[src/rtl/core/pwmsw_pkg.sv]
`timescale 1ns / 1ps
// ----------------------------------------------------------------------------
// pwmsw_pkg
// Shared types, codes and constants of the pwm setpoint watchdog controller.
// ----------------------------------------------------------------------------
package pwmsw_pkg;

    localparam int NCHAN     = 3;
    localparam int DUTY_W    = 10;
    localparam int IN_DUTY_W = 12;
    localparam int WDOG_W    = 16;
    localparam int PERIOD_W  = 20;
    localparam int IDLE_W    = 17;
    localparam int TICK_W    = 32;
    localparam int HI_W      = 20;
    localparam int PROD_W    = PERIOD_W + DUTY_W;
    localparam int CFG_W     = 20;

    // command codes
    localparam logic [2:0] CMD_TICK      = 3'd0;
    localparam logic [2:0] CMD_PING      = 3'd1;
    localparam logic [2:0] CMD_GET       = 3'd2;
    localparam logic [2:0] CMD_ENABLE    = 3'd3;
    localparam logic [2:0] CMD_DISABLE   = 3'd4;
    localparam logic [2:0] CMD_SET_ALL   = 3'd5;
    localparam logic [2:0] CMD_SET_CHAN  = 3'd6;
    localparam logic [2:0] CMD_SET_THREE = 3'd7;

    // reply codes
    localparam logic [2:0] RPL_NONE      = 3'd0;
    localparam logic [2:0] RPL_PONG      = 3'd1;
    localparam logic [2:0] RPL_STATUS    = 3'd2;
    localparam logic [2:0] RPL_ERR_THREE = 3'd3;
    localparam logic [2:0] RPL_ERR_SET   = 3'd4;

    // configuration register indexes
    localparam logic REG_WATCHDOG = 1'b0;
    localparam logic REG_PERIOD   = 1'b1;

    localparam logic [WDOG_W-1:0]   WDOG_RESET   = 16'd500;
    localparam logic [PERIOD_W-1:0] PERIOD_RESET = 20'd200000;
    localparam logic [10:0]         DUTY_MAX     = 11'd1000;
    localparam logic [IDLE_W-1:0]   IDLE_MAX     = 17'h1FFFF;

    // floor(x / 1000) = (x * RECIP) >> RECIP_SH for any x below 2**30
    localparam int          RECIP_SH = 40;
    localparam logic [30:0] RECIP    = 31'd1099511628;

    // result of one item, before the high time is known
    typedef struct packed {
        logic [2:0]                   reply;
        logic                         enabled;
        logic [NCHAN-1:0][DUTY_W-1:0] target;
        logic [NCHAN-1:0][DUTY_W-1:0] applied;
        logic [TICK_W-1:0]            tick_count;
    } t_result;

    // load enables of the high time stages
    typedef struct packed {
        logic ld2;
        logic ld3;
    } t_pipe_ctl;

endpackage

[src/rtl/core/pwmsw_cmd_core.sv]
`timescale 1ns / 1ps
// ----------------------------------------------------------------------------
// pwmsw_cmd_core
// Command decode, watchdog, setpoint state and configuration registers.
// ----------------------------------------------------------------------------
module pwmsw_cmd_core (
    input  logic                              i_clk,
    input  logic                              i_rst_n,
    input  logic                              i_fire,
    input  logic [2:0]                        i_cmd,
    input  logic [2:0]                        i_channel_number,
    input  logic [pwmsw_pkg::IN_DUTY_W-1:0]   i_duty_a,
    input  logic [pwmsw_pkg::IN_DUTY_W-1:0]   i_duty_b,
    input  logic [pwmsw_pkg::IN_DUTY_W-1:0]   i_duty_c,
    input  logic                              i_is_unbind,
    input  logic                              i_cfg_we,
    input  logic                              i_cfg_addr,
    input  logic [pwmsw_pkg::CFG_W-1:0]       i_cfg_wdata,
    output logic [pwmsw_pkg::PERIOD_W-1:0]    o_period,
    output pwmsw_pkg::t_result                o_result
);
    import pwmsw_pkg::*;

    logic                         r_enable;
    logic [NCHAN-1:0][DUTY_W-1:0] r_target;
    logic [NCHAN-1:0][DUTY_W-1:0] r_applied;
    logic [IDLE_W-1:0]            r_idle;
    logic [TICK_W-1:0]            r_tick;
    logic [WDOG_W-1:0]            r_wdog;
    logic [PERIOD_W-1:0]          r_period;

    logic                         n_enable;
    logic [NCHAN-1:0][DUTY_W-1:0] n_target;
    logic [NCHAN-1:0][DUTY_W-1:0] n_applied;
    logic [IDLE_W-1:0]            n_idle;
    logic [TICK_W-1:0]            n_tick;
    logic [2:0]                   n_reply;

    logic ok_a;
    logic ok_b;
    logic ok_c;
    logic chan_ok;

    // duty range 0..1000 and channel range 1..3
    assign ok_a    = !i_duty_a[IN_DUTY_W-1] && (i_duty_a[10:0] <= DUTY_MAX);
    assign ok_b    = !i_duty_b[IN_DUTY_W-1] && (i_duty_b[10:0] <= DUTY_MAX);
    assign ok_c    = !i_duty_c[IN_DUTY_W-1] && (i_duty_c[10:0] <= DUTY_MAX);
    assign chan_ok = (i_channel_number >= 3'd1) && (i_channel_number <= 3'd3);

    // next state for one item
    always_comb begin
        n_enable  = r_enable;
        n_target  = r_target;
        n_applied = r_applied;
        n_idle    = r_idle;
        n_tick    = r_tick;
        n_reply   = RPL_NONE;
        if (i_cmd == CMD_TICK) begin
            if (r_idle != IDLE_MAX) begin
                n_idle = r_idle + 1'b1;
            end
            // watchdog trip
            if (r_enable && (n_idle > {1'b0, r_wdog})) begin
                n_enable = 1'b0;
                n_target = '0;
            end
            n_applied = n_enable ? n_target : '0;
            n_tick    = r_tick + 1'b1;
        end else if ((i_cmd == CMD_DISABLE) && i_is_unbind) begin
            n_enable = 1'b0;
            n_target = '0;
        end else begin
            n_idle = '0;
            case (i_cmd)
                CMD_PING: begin
                    n_reply = RPL_PONG;
                end
                CMD_GET: begin
                    n_reply = RPL_STATUS;
                end
                CMD_ENABLE: begin
                    n_enable = 1'b1;
                    n_reply  = RPL_STATUS;
                end
                CMD_DISABLE: begin
                    n_enable = 1'b0;
                    n_target = '0;
                    n_reply  = RPL_STATUS;
                end
                CMD_SET_ALL: begin
                    if (ok_a) begin
                        n_target = {NCHAN{i_duty_a[DUTY_W-1:0]}};
                        n_reply  = RPL_STATUS;
                    end else begin
                        n_reply = RPL_ERR_SET;
                    end
                end
                CMD_SET_CHAN: begin
                    if (chan_ok && ok_a) begin
                        n_target[i_channel_number[1:0] - 2'd1] = i_duty_a[DUTY_W-1:0];
                        n_reply = RPL_STATUS;
                    end else begin
                        n_reply = RPL_ERR_SET;
                    end
                end
                CMD_SET_THREE: begin
                    if (ok_a && ok_b && ok_c) begin
                        n_target[0] = i_duty_a[DUTY_W-1:0];
                        n_target[1] = i_duty_b[DUTY_W-1:0];
                        n_target[2] = i_duty_c[DUTY_W-1:0];
                        n_reply     = RPL_STATUS;
                    end else begin
                        n_reply = RPL_ERR_THREE;
                    end
                end
                default: begin
                    n_reply = RPL_NONE;
                end
            endcase
        end
    end

    // state registers
    always_ff @(posedge i_clk) begin
        if (!i_rst_n) begin
            r_enable  <= 1'b0;
            r_target  <= '0;
            r_applied <= '0;
            r_idle    <= '0;
            r_tick    <= '0;
        end else if (i_fire) begin
            r_enable  <= n_enable;
            r_target  <= n_target;
            r_applied <= n_applied;
            r_idle    <= n_idle;
            r_tick    <= n_tick;
        end
    end

    // configuration registers
    always_ff @(posedge i_clk) begin
        if (!i_rst_n) begin
            r_wdog   <= WDOG_RESET;
            r_period <= PERIOD_RESET;
        end else if (i_cfg_we) begin
            if (i_cfg_addr == REG_WATCHDOG) begin
                r_wdog <= i_cfg_wdata[WDOG_W-1:0];
            end else begin
                r_period <= i_cfg_wdata[PERIOD_W-1:0];
            end
        end
    end

    assign o_period            = r_period;
    assign o_result.reply      = n_reply;
    assign o_result.enabled    = n_enable;
    assign o_result.target     = n_target;
    assign o_result.applied    = n_applied;
    assign o_result.tick_count = n_tick;

endmodule

[src/rtl/core/pwmsw_hi_time.sv]
`timescale 1ns / 1ps
// ----------------------------------------------------------------------------
// pwmsw_hi_time
// Two-stage high time unit: period times duty, then divide by 1000.
// ----------------------------------------------------------------------------
module pwmsw_hi_time (
    input  logic                            i_clk,
    input  pwmsw_pkg::t_pipe_ctl            i_ctl,
    input  logic [pwmsw_pkg::DUTY_W-1:0]    i_applied,
    input  logic [pwmsw_pkg::PERIOD_W-1:0]  i_period,
    output logic [pwmsw_pkg::HI_W-1:0]      o_high_ns
);
    import pwmsw_pkg::*;

    logic [PROD_W-1:0]      r_prod;
    logic [HI_W-1:0]        r_high;
    logic [PROD_W+30:0]     quot_full;

    // stage 2: period times permille
    always_ff @(posedge i_clk) begin
        if (i_ctl.ld2) begin
            r_prod <= {{DUTY_W{1'b0}}, i_period} * {{PERIOD_W{1'b0}}, i_applied};
        end
    end

    // stage 3: divide by 1000 through the reciprocal
    assign quot_full = {31'd0, r_prod} * {{PROD_W{1'b0}}, RECIP};

    always_ff @(posedge i_clk) begin
        if (i_ctl.ld3) begin
            r_high <= quot_full[RECIP_SH +: HI_W];
        end
    end

    assign o_high_ns = r_high;

endmodule

[src/rtl/core/pwm_setpoint_watchdog_controller_core.sv]
`timescale 1ns / 1ps
// ----------------------------------------------------------------------------
// pwm_setpoint_watchdog_controller_core
// Three-channel pwm setpoint controller with command watchdog.
// ----------------------------------------------------------------------------
// throughput: one item per cycle; a three-stage pipeline that stalls as a
//   whole only when all stages are full and the output is not taken
// reset: synchronous active low; clears state, counters and pipeline valids,
//   loads watchdog 500 and period 200000 ns
module pwm_setpoint_watchdog_controller_core (
    input  logic                           i_clk,
    input  logic                           i_rst_n,
    // slave item channel
    input  logic                           i_s_axis_tvalid,
    output logic                           o_s_axis_tready,
    // channel_number[2:0], duty_a[14:3], duty_b[26:15], duty_c[38:27], zero[39]
    input  logic [39:0]                    i_s_axis_tdata,
    // cmd[2:0], is_unbind[3]
    input  logic [3:0]                     i_s_axis_tuser,
    // master result channel
    output logic                           o_m_axis_tvalid,
    input  logic                           i_m_axis_tready,
    // enabled_now[0], target_one..three[30:1], applied_one..three[60:31],
    // high_ns_one..three[120:61], tick_count[152:121], zero[159:153]
    output logic [159:0]                   o_m_axis_tdata,
    // reply_kind[2:0]
    output logic [2:0]                     o_m_axis_tuser,
    // configuration write port
    input  logic                           i_cfg_we,
    input  logic                           i_cfg_addr,
    input  logic [pwmsw_pkg::CFG_W-1:0]    i_cfg_wdata
);
    import pwmsw_pkg::*;

    logic                s_fire;
    logic                ld1;
    t_pipe_ctl           ctl;
    t_result             n_res;
    t_result             r_s1;
    t_result             r_s2;
    t_result             r_s3;
    logic                r_v1;
    logic                r_v2;
    logic                r_v3;
    logic [PERIOD_W-1:0] period;
    logic [NCHAN-1:0][HI_W-1:0] high_ns;

    // stage load enables
    assign ctl.ld3        = !r_v3 || i_m_axis_tready;
    assign ctl.ld2        = !r_v2 || ctl.ld3;
    assign ld1            = !r_v1 || ctl.ld2;
    assign o_s_axis_tready = ld1;
    assign s_fire         = i_s_axis_tvalid && ld1;

    pwmsw_cmd_core u_cmd (
        .i_clk            (i_clk),
        .i_rst_n          (i_rst_n),
        .i_fire           (s_fire),
        .i_cmd            (i_s_axis_tuser[2:0]),
        .i_channel_number (i_s_axis_tdata[2:0]),
        .i_duty_a         (i_s_axis_tdata[14:3]),
        .i_duty_b         (i_s_axis_tdata[26:15]),
        .i_duty_c         (i_s_axis_tdata[38:27]),
        .i_is_unbind      (i_s_axis_tuser[3]),
        .i_cfg_we         (i_cfg_we),
        .i_cfg_addr       (i_cfg_addr),
        .i_cfg_wdata      (i_cfg_wdata),
        .o_period         (period),
        .o_result         (n_res)
    );

    // high time per channel
    for (genvar g = 0; g < NCHAN; g++) begin : g_hi
        pwmsw_hi_time u_hi (
            .i_clk     (i_clk),
            .i_ctl     (ctl),
            .i_applied (r_s1.applied[g]),
            .i_period  (period),
            .o_high_ns (high_ns[g])
        );
    end

    // pipeline valids
    always_ff @(posedge i_clk) begin
        if (!i_rst_n) begin
            r_v1 <= 1'b0;
            r_v2 <= 1'b0;
            r_v3 <= 1'b0;
        end else begin
            if (ld1) begin
                r_v1 <= i_s_axis_tvalid;
            end
            if (ctl.ld2) begin
                r_v2 <= r_v1;
            end
            if (ctl.ld3) begin
                r_v3 <= r_v2;
            end
        end
    end

    // result payload stages
    always_ff @(posedge i_clk) begin
        if (s_fire) begin
            r_s1 <= n_res;
        end
        if (ctl.ld2) begin
            r_s2 <= r_s1;
        end
        if (ctl.ld3) begin
            r_s3 <= r_s2;
        end
    end

    assign o_m_axis_tvalid = r_v3;
    assign o_m_axis_tuser  = r_s3.reply;
    assign o_m_axis_tdata  = {7'd0, r_s3.tick_count,
                              high_ns[2], high_ns[1], high_ns[0],
                              r_s3.applied[2], r_s3.applied[1], r_s3.applied[0],
                              r_s3.target[2], r_s3.target[1], r_s3.target[0],
                              r_s3.enabled};

    // a tick leaves no applied duty while disabled
    a_tick_off: assert property (@(posedge i_clk) disable iff (!i_rst_n)
        (s_fire && i_s_axis_tuser[2:0] == CMD_TICK)
        |=> (r_s1.enabled || r_s1.applied == '0))
        else $error("applied duty nonzero after tick while disabled");

    // a tick never gives a reply
    a_tick_reply: assert property (@(posedge i_clk) disable iff (!i_rst_n)
        (s_fire && i_s_axis_tuser[2:0] == CMD_TICK) |=> (r_s1.reply == RPL_NONE))
        else $error("tick produced a reply");

    // targets on the output stay within 0..1000
    a_target_range: assert property (@(posedge i_clk) disable iff (!i_rst_n)
        o_m_axis_tvalid |-> (r_s3.target[0] <= DUTY_MAX[DUTY_W-1:0]
                          && r_s3.target[1] <= DUTY_MAX[DUTY_W-1:0]
                          && r_s3.target[2] <= DUTY_MAX[DUTY_W-1:0]))
        else $error("target out of range");

    // input stalls only with the whole pipeline full
    a_stall_full: assert property (@(posedge i_clk) disable iff (!i_rst_n)
        !o_s_axis_tready |-> (r_v1 && r_v2 && r_v3 && !i_m_axis_tready))
        else $error("input stalled with room in pipeline");

endmodule

[config.mk]
export PLATFORM = sky130hd
export DESIGN_NAME = pwm_setpoint_watchdog_controller_core
export DESIGN_NICKNAME = d
export VERILOG_FILES = /design/src/rtl/core/pwmsw_pkg.sv /design/src/rtl/core/pwmsw_cmd_core.sv /design/src/rtl/core/pwmsw_hi_time.sv /design/src/rtl/core/pwm_setpoint_watchdog_controller_core.sv
export SDC_FILE = /design/constraint.sdc
export NUM_CORES = 2
export LEC_CHECK = 0
export ABC_AREA = 1
export BUFFER_PORTS_ARGS = -buffer_cell sky130_fd_sc_hd__buf_2
export CAP_MARGIN = 20
export CORE_MARGIN = 10
export CORE_UTILIZATION = 60
export CTS_BUF_LIST = sky130_fd_sc_hd__clkbuf_8
export CTS_CLUSTER_DIAMETER = 40
export CTS_CLUSTER_SIZE = 14
export DETAILED_ROUTE_END_ITERATION = 10
export PLACE_DENSITY = 0.76
export SETUP_SLACK_MARGIN = 0.3
export SLEW_MARGIN = 15
export SYNTH_ARGS = -nofsm -noshare
export SYNTH_HDL_FRONTEND = slang
export SYNTH_SLANG_ARGS = --single-unit
[constraint.sdc]
create_clock -name i_clk -period 9.83 [get_ports i_clk]
set_input_delay 0.983 -clock i_clk [delete_from_list [all_inputs] [get_ports i_clk]]
set_output_delay 0.983 -clock i_clk [all_outputs]
set_load 0.005 [all_outputs]
### Yosys cells after proc, flatten, opt, wreduce, memory -nomap -nowiden

Cells that the tools add are included.

| word-level totals | value |
|---|---|
| logic and storage cells | 126 |
| bits in registers | 587 |
| output and inout bits | 165 |

| operators by class | value |
|---|---|
| bitwise operators | 1 |
| add/sub/neg operators | 3 |
| reduce and logical (&&, ||, !) cells | 26 |
| muxes and demuxes | 26 |
| order comparisons | 8 |
| equality and inequality tests | 9 |
| $mul | 6 |

Operators with widths:

| cell | count |
|---|---|
| 30-bit 2-to-1 mux | 8 |
| 30-bit by 29-bit multiplier with 58-bit output (second input constant) | 3 |
| 30-bit case mux with 4 select lines | 1 |
| 20-bit by 10-bit multiplier with 30-bit output | 3 |
| 17-bit 2-to-1 mux | 4 |
| 11-bit by 10-bit less-or-equal comparator with 1-bit output (second input constant) | 3 |
| 32-bit by 1-bit adder with 32-bit output (second input constant) | 1 |
| 32-bit 2-to-1 mux | 1 |
| 30-bit bitwise mux | 1 |
| 10-bit demux with 2-bit select | 1 |
| 17-bit by 1-bit adder with 17-bit output (second input constant) | 1 |
| 17-bit by 16-bit > comparator with 1-bit output | 1 |
| 17-bit != test (second input constant) | 1 |
| 3-bit case mux with 5 select lines | 1 |
| 3-bit equality test (second input constant) | 4 |
| 1-bit logical AND | 11 |
| 10-bit 2-to-1 mux | 1 |
| 3-bit by 2-bit equality test with 1-bit output (second input constant) | 2 |
| 1-bit logical NOT | 6 |
| 3-bit 2-to-1 mux | 2 |
| 2-bit AND reduction | 3 |
| 1-bit 2-to-1 mux | 5 |
| 3-bit by 1-bit equality test with 1-bit output (second input constant) | 1 |
| 3-bit by 1-bit >= comparator with 1-bit output (second input constant) | 1 |
| other kinds (11) | 13 |

### Logic depth before layout (Yosys ltp)

| logic depth | value |
|---|---|
| depth after elaboration | 10 |
| gate-level depth with buffers | 28 |

### Hierarchy

From an unflattened synthesis, not the netlist that was laid out.

| second synthesis, totals | value |
|---|---|
| cell total of the unflattened synthesis | 11096 |
| area total of the unflattened synthesis | 90508.1 sq um |

By module, submodules not included:

| module | cells each | times used | seq. area each (sq um) | area each (sq um) |
|---|---|---|---|---|
| pwmsw_hi_time at g_hi[1].u_hi | 3027 | 1 | 1501.4 | 23866.6 |
| pwmsw_hi_time at g_hi[2].u_hi | 3019 | 1 | 1501.4 | 23764.0 |
| pwmsw_hi_time at g_hi[0].u_hi | 2962 | 1 | 1501.4 | 23560.1 |
| pwmsw_cmd_core | 1776 | 1 | 2922.8 | 10486.3 |
| pwm_setpoint_watchdog_controller_core | 312 | 1 | 8708.4 | 8831.0 |

### Worst setup path after synthesis

No wires, ideal clock.

| timing | value |
|---|---|
| path kind | in2reg |
| from | input i_m_axis_tready |
| to | register g_hi[0].u_hi.r_prod[0] (enable) |
| arrival | 8.362 ns |
| setup slack | 0.932 ns |
| buffers on the path | 0 |
| stages | 4 |
| cells stage by stage | inv_1 > nand2_1 > nor2_1 > inv_1 |

RTL lines:

| item | RTL line | source |
|---|---|---|
| start, declared | pwm_setpoint_watchdog_controller_core.sv:22 | `input logic i_m_axis_tready,` |
| end signal, assigned | pwmsw_hi_time.sv:22 | `r_prod <= {{DUTY_W{1'b0}}, i_period} * {{PERIOD_W{1'b0}}, i_applied};` |
| end, declared | pwmsw_hi_time.sv:15 | `logic [PROD_W-1:0] r_prod;` |

### Final worst setup path

| timing | value |
|---|---|
| from | register g_hi[1].u_hi.r_prod[8] |
| to | register g_hi[1].u_hi.r_high[16] (data pin) |

| between the ends | value |
|---|---|
| cells in the longest elaborated chain, start to end | 1 |

RTL lines:

| item | RTL line | source |
|---|---|---|
| start, declared | pwmsw_hi_time.sv:15 |  |
| start signal, assigned | pwmsw_hi_time.sv:22 |  |
| 30-bit by 29-bit multiplier with 58-bit output | pwmsw_hi_time.sv:27 | `assign quot_full = {31'd0, r_prod} * {{PROD_W{1'b0}}, RECIP};` |
| net g_hi[1].u_hi.quot_full[56] | pwmsw_hi_time.sv:17 | `logic [PROD_W+30:0] quot_full;` |
| end signal, assigned | pwmsw_hi_time.sv:31 | `r_high <= quot_full[RECIP_SH +: HI_W];` |
| end, declared | pwmsw_hi_time.sv:16 | `logic [HI_W-1:0] r_high;` |

The timed path passes the listed nets, and every way through them passes these cells.
A chain may end at the register's enable or synchronous reset.

==> results.yml <==
run_status:
  status: "finished clean"
worst_setup_path:
  cpMaxStageDelayCell: "edfxtp_1"
  cp.arrival_ns: 7.86
  end_kind: "flip-flop"
  cp.required_ns: 10.35
  worst-setup-path-type: "flip-flop to flip-flop"
  start_kind: "flip-flop"
  critPathMaxFanout: 11
  path_buf_inv: 7
  cpPeakStageDelay_ns: 0.87
  critPathTopFamily: "adder cells"
  path_cells: "ha_1 > fa_1 > fa_1 > inv_1 > fa_1 > inv_1 > fa_1 > inv_1 > fa_1 > inv_1 > fa_1 > inv_1 > fa_1 > inv_1 > ha_1 > nand2_1 > nor2_1 > inv_1 > nor2_1 > o21ai_0 > o21ai_0 > nand4_1 > nand3_1 > xor2_1"
drt:
  viasPerCell: 5.425
  ant_nets: 0
  drt-total-wl_mm: 222.7
  wl_met2_mm: 103.9
  drcViolationCount: 0
  drtIter0Drc: 4701
  top_layer_used: "met5"
  wl_met3_mm: 17.00
  routedWlPerCell_um: 18.49
  dr.pass1.iters: 6
  vias: 65340
  wirelength_met1_mm: 92.80
global_routing:
  grt_first_pass_wirelength_mm: 364.9
  grt_pass1_vias: 70130
  overflow: 0
  grt_start_max_net_pins: 140
  grtUsageTotal_pct: 27.90
  antenna_found_initial: 3
sta:
  relSlewSlack_pct: 22.38
  fmax_ghz: 0.1363
  drv_slew: 0
  skew_ns: 0.1160
  finalCriticalPeriod_ns: 7.338
  worst-slew-pin-transition_ns: 1.164
  fin_setup_tns_ns: 0
  fin_crit_sh_pct: 74.65
  grt_setup_unrepaired: "no"
  hold_slack_ns: 0.3902
  hold_viol: 0
  setup_viol: 0
floorplan:
  initial_utilization_pct: 60.22
  coreArea_sq_mm: 0.1454
  chipHeight_um: 402.0
  die_area_sq_mm: 0.1616
  io_pins: 235
  die_x_um: 402.0
  placementRows: 140
placed_design:
  dp_hpwl_mm: 180.2
  gp_congestion: 0.9622
  port_buffers: 226
final_layout:
  fin_nets: 12710
  syn_to_final_growth_pct: 5.357
  fillers: 12140
  final-seq-area_sq_mm: 0.01614
  drive_above_1_share_pct: 5.648
  multi_input_area_sq_mm: 0.06000
yosys:
  syn_area_sq_mm: 0.08756
  synth_edf_count: 438
  syn_inst: 9946
  avgSynthCellArea_sq_um: 8.803
  synth-async-reset-ratio_pct: 0
  yosys_register_bits: 587
  yosysSeqAreaShare_pct: 18.43
  ys_warn_count: 0
  synth_cell_types: 58
  synth_flop_cell: "edfxtp_1"
clock_tree:
  clkLatencyLatePin_ns: 0.81
  cts.clk_slew.worst_paths_ns: 0.09
  hold_buffers: 0
  post_cts_buffers: 0
  clock-root-buffer: "clkbuf_8"
  clock-sinks: 587
  cts_resized: 0
  htreeDepth: 3
  clockBufferDepth: 3
  cts_buffers: 81
  cts_tree: "done"
worst_hold_path:
  worst_hold_path_type: "flip-flop to flip-flop"
flow_run:
  cap_viol_max_count: 0
## cells by family after synthesis
group,after synthesis,share of synthesized area [%]
buffers and inverters,3004,13.11
flip-flops,587,18.43
XOR/XNOR,178,1.798
AO/OA/AOI/OAI,874,5.476
multiplexers,1,0.01143
adder cells (fa/ha/maj),2580,47.62
other,1,0.004283
AND/OR/NAND/NOR,2721,13.55
## per-layer routing
metal | vias to the layer above | GRT usage, %
met2 | 2409 | 46.40
li1 | 30680 | -
met5 | - | 0
met3 | 570 | 4.651
met1 | 31680 | 36.71
met4 | 2 | 10.17
## Yosys cell counts (4+ instances only)
library cell	number	share of area, %
a21boi_0	12	0.10
a21o_1	46	0.39
a21oi_1	391	2.2
a31oi_1	43	0.31
and3_1	16	0.11
buf_1	4	0.017
buf_12	6	0.14
buf_2	30	0.17
buf_4	16	0.14
clkbuf_1	177	0.76
dfxtp_1	149	3.4
edfxtp_1	438	15
fa_1	1254	29
ha_1	1326	19
inv_1	2752	12
inv_2	16	0.069
nand2_1	1614	6.9
nand2_2	12	0.086
nand2_4	34	0.44
nand3_1	272	1.6
nand3_2	63	0.72
nand3b_1	9	0.077
nand4_1	103	0.74
nor2_1	502	2.2
nor2_2	8	0.057
nor2_4	6	0.077
nor3_1	45	0.26
nor3_2	4	0.046
nor4_1	21	0.15
o2111ai_1	8	0.080
o211ai_1	14	0.12
o21a_1	16	0.14
o21ai_0	285	1.6
o21ai_1	18	0.10
o21bai_1	25	0.21
xnor2_1	38	0.38
xor2_1	138	1.4
## layout by cell type (no fill, tap or decap), types with 17 or more instances in the layout
cell type	instances
xnor2_1	38
a21oi_1	391
buf_2	226
a31oi_1	43
nor4_1	21
ha_1	1326
o21ai_1	17
xor2_1	138
nand3_2	63
fa_1	1254
buf_4	31
edfxtp_1	438
nand2_1	1612
nand3_1	272
nor2_1	499
a21o_1	46
o21bai_1	25
nor3_1	45
inv_1	2756
clkbuf_8	84
o21ai_0	285
nand4_1	103
nand2_4	35
dfxtp_1	144
## through the flow
step | util (%) | instances | cell area, sq um | setup WS [ns]
after floorplan | - | 9952 | 87580 | 0.9316
final | 63.45 | 12050 | 92250 | 2.492
after CTS | 63.44 | 12040 | 92230 | 2.687
after detailed placement | 62.13 | 11890 | 90330 | 2.745
after global placement | 62.12 | 11890 | 90320 | 2.805
after global routing | 63.45 | 12050 | 92250 | 2.205
## flip-flops by register name (all words and copies together) (netlist names), 3 cells and up
register,flops
r_s1,96
r_s2,96
o_m_axis_tdata,93
g_hi.u_hi.r_prod,90
g_hi.u_hi.o_high_ns,60
u_cmd.r_tick,32
u_cmd.r_applied,30
u_cmd.r_target,30
u_cmd.o_period,20
u_cmd.r_idle,17
u_cmd.r_wdog,16
o_m_axis_tuser,3
## final timing paths
check / startpoint / to / slack [ns] / cells past startpoint
hold / removal: r_s1[15] / r_s2[15] / 0.39 / 0
setup / recovery: g_hi[1].u_hi.r_prod[8] / g_hi[1].u_hi.o_high_ns[16] / 2.49 / 24
hold reg to reg: r_s1[15] / r_s2[15] / 0.39 / 0
setup reg to reg: g_hi[1].u_hi.r_prod[8] / g_hi[1].u_hi.o_high_ns[16] / 2.49 / 24
## layout make-up
| cell class | count | area share (%) |
|---|---|---|
| Antenna cell | 1 | 0.002713 |
| Clock buffer | 84 | 1.253 |
| Clock inverter | 66 | 0.8070 |
| Inverter | 2770 | 11.29 |
| Multi-Input combinational cell | 6361 | 65.04 |
| Sequential cell | 587 | 17.50 |
| Tap cell | 1917 | 2.600 |
| Timing Repair Buffer | 259 | 1.511 |
Power is left out: the tool's default activity adds up to more than one toggle a clock period on the data nets, which glitch-free logic cannot reach.
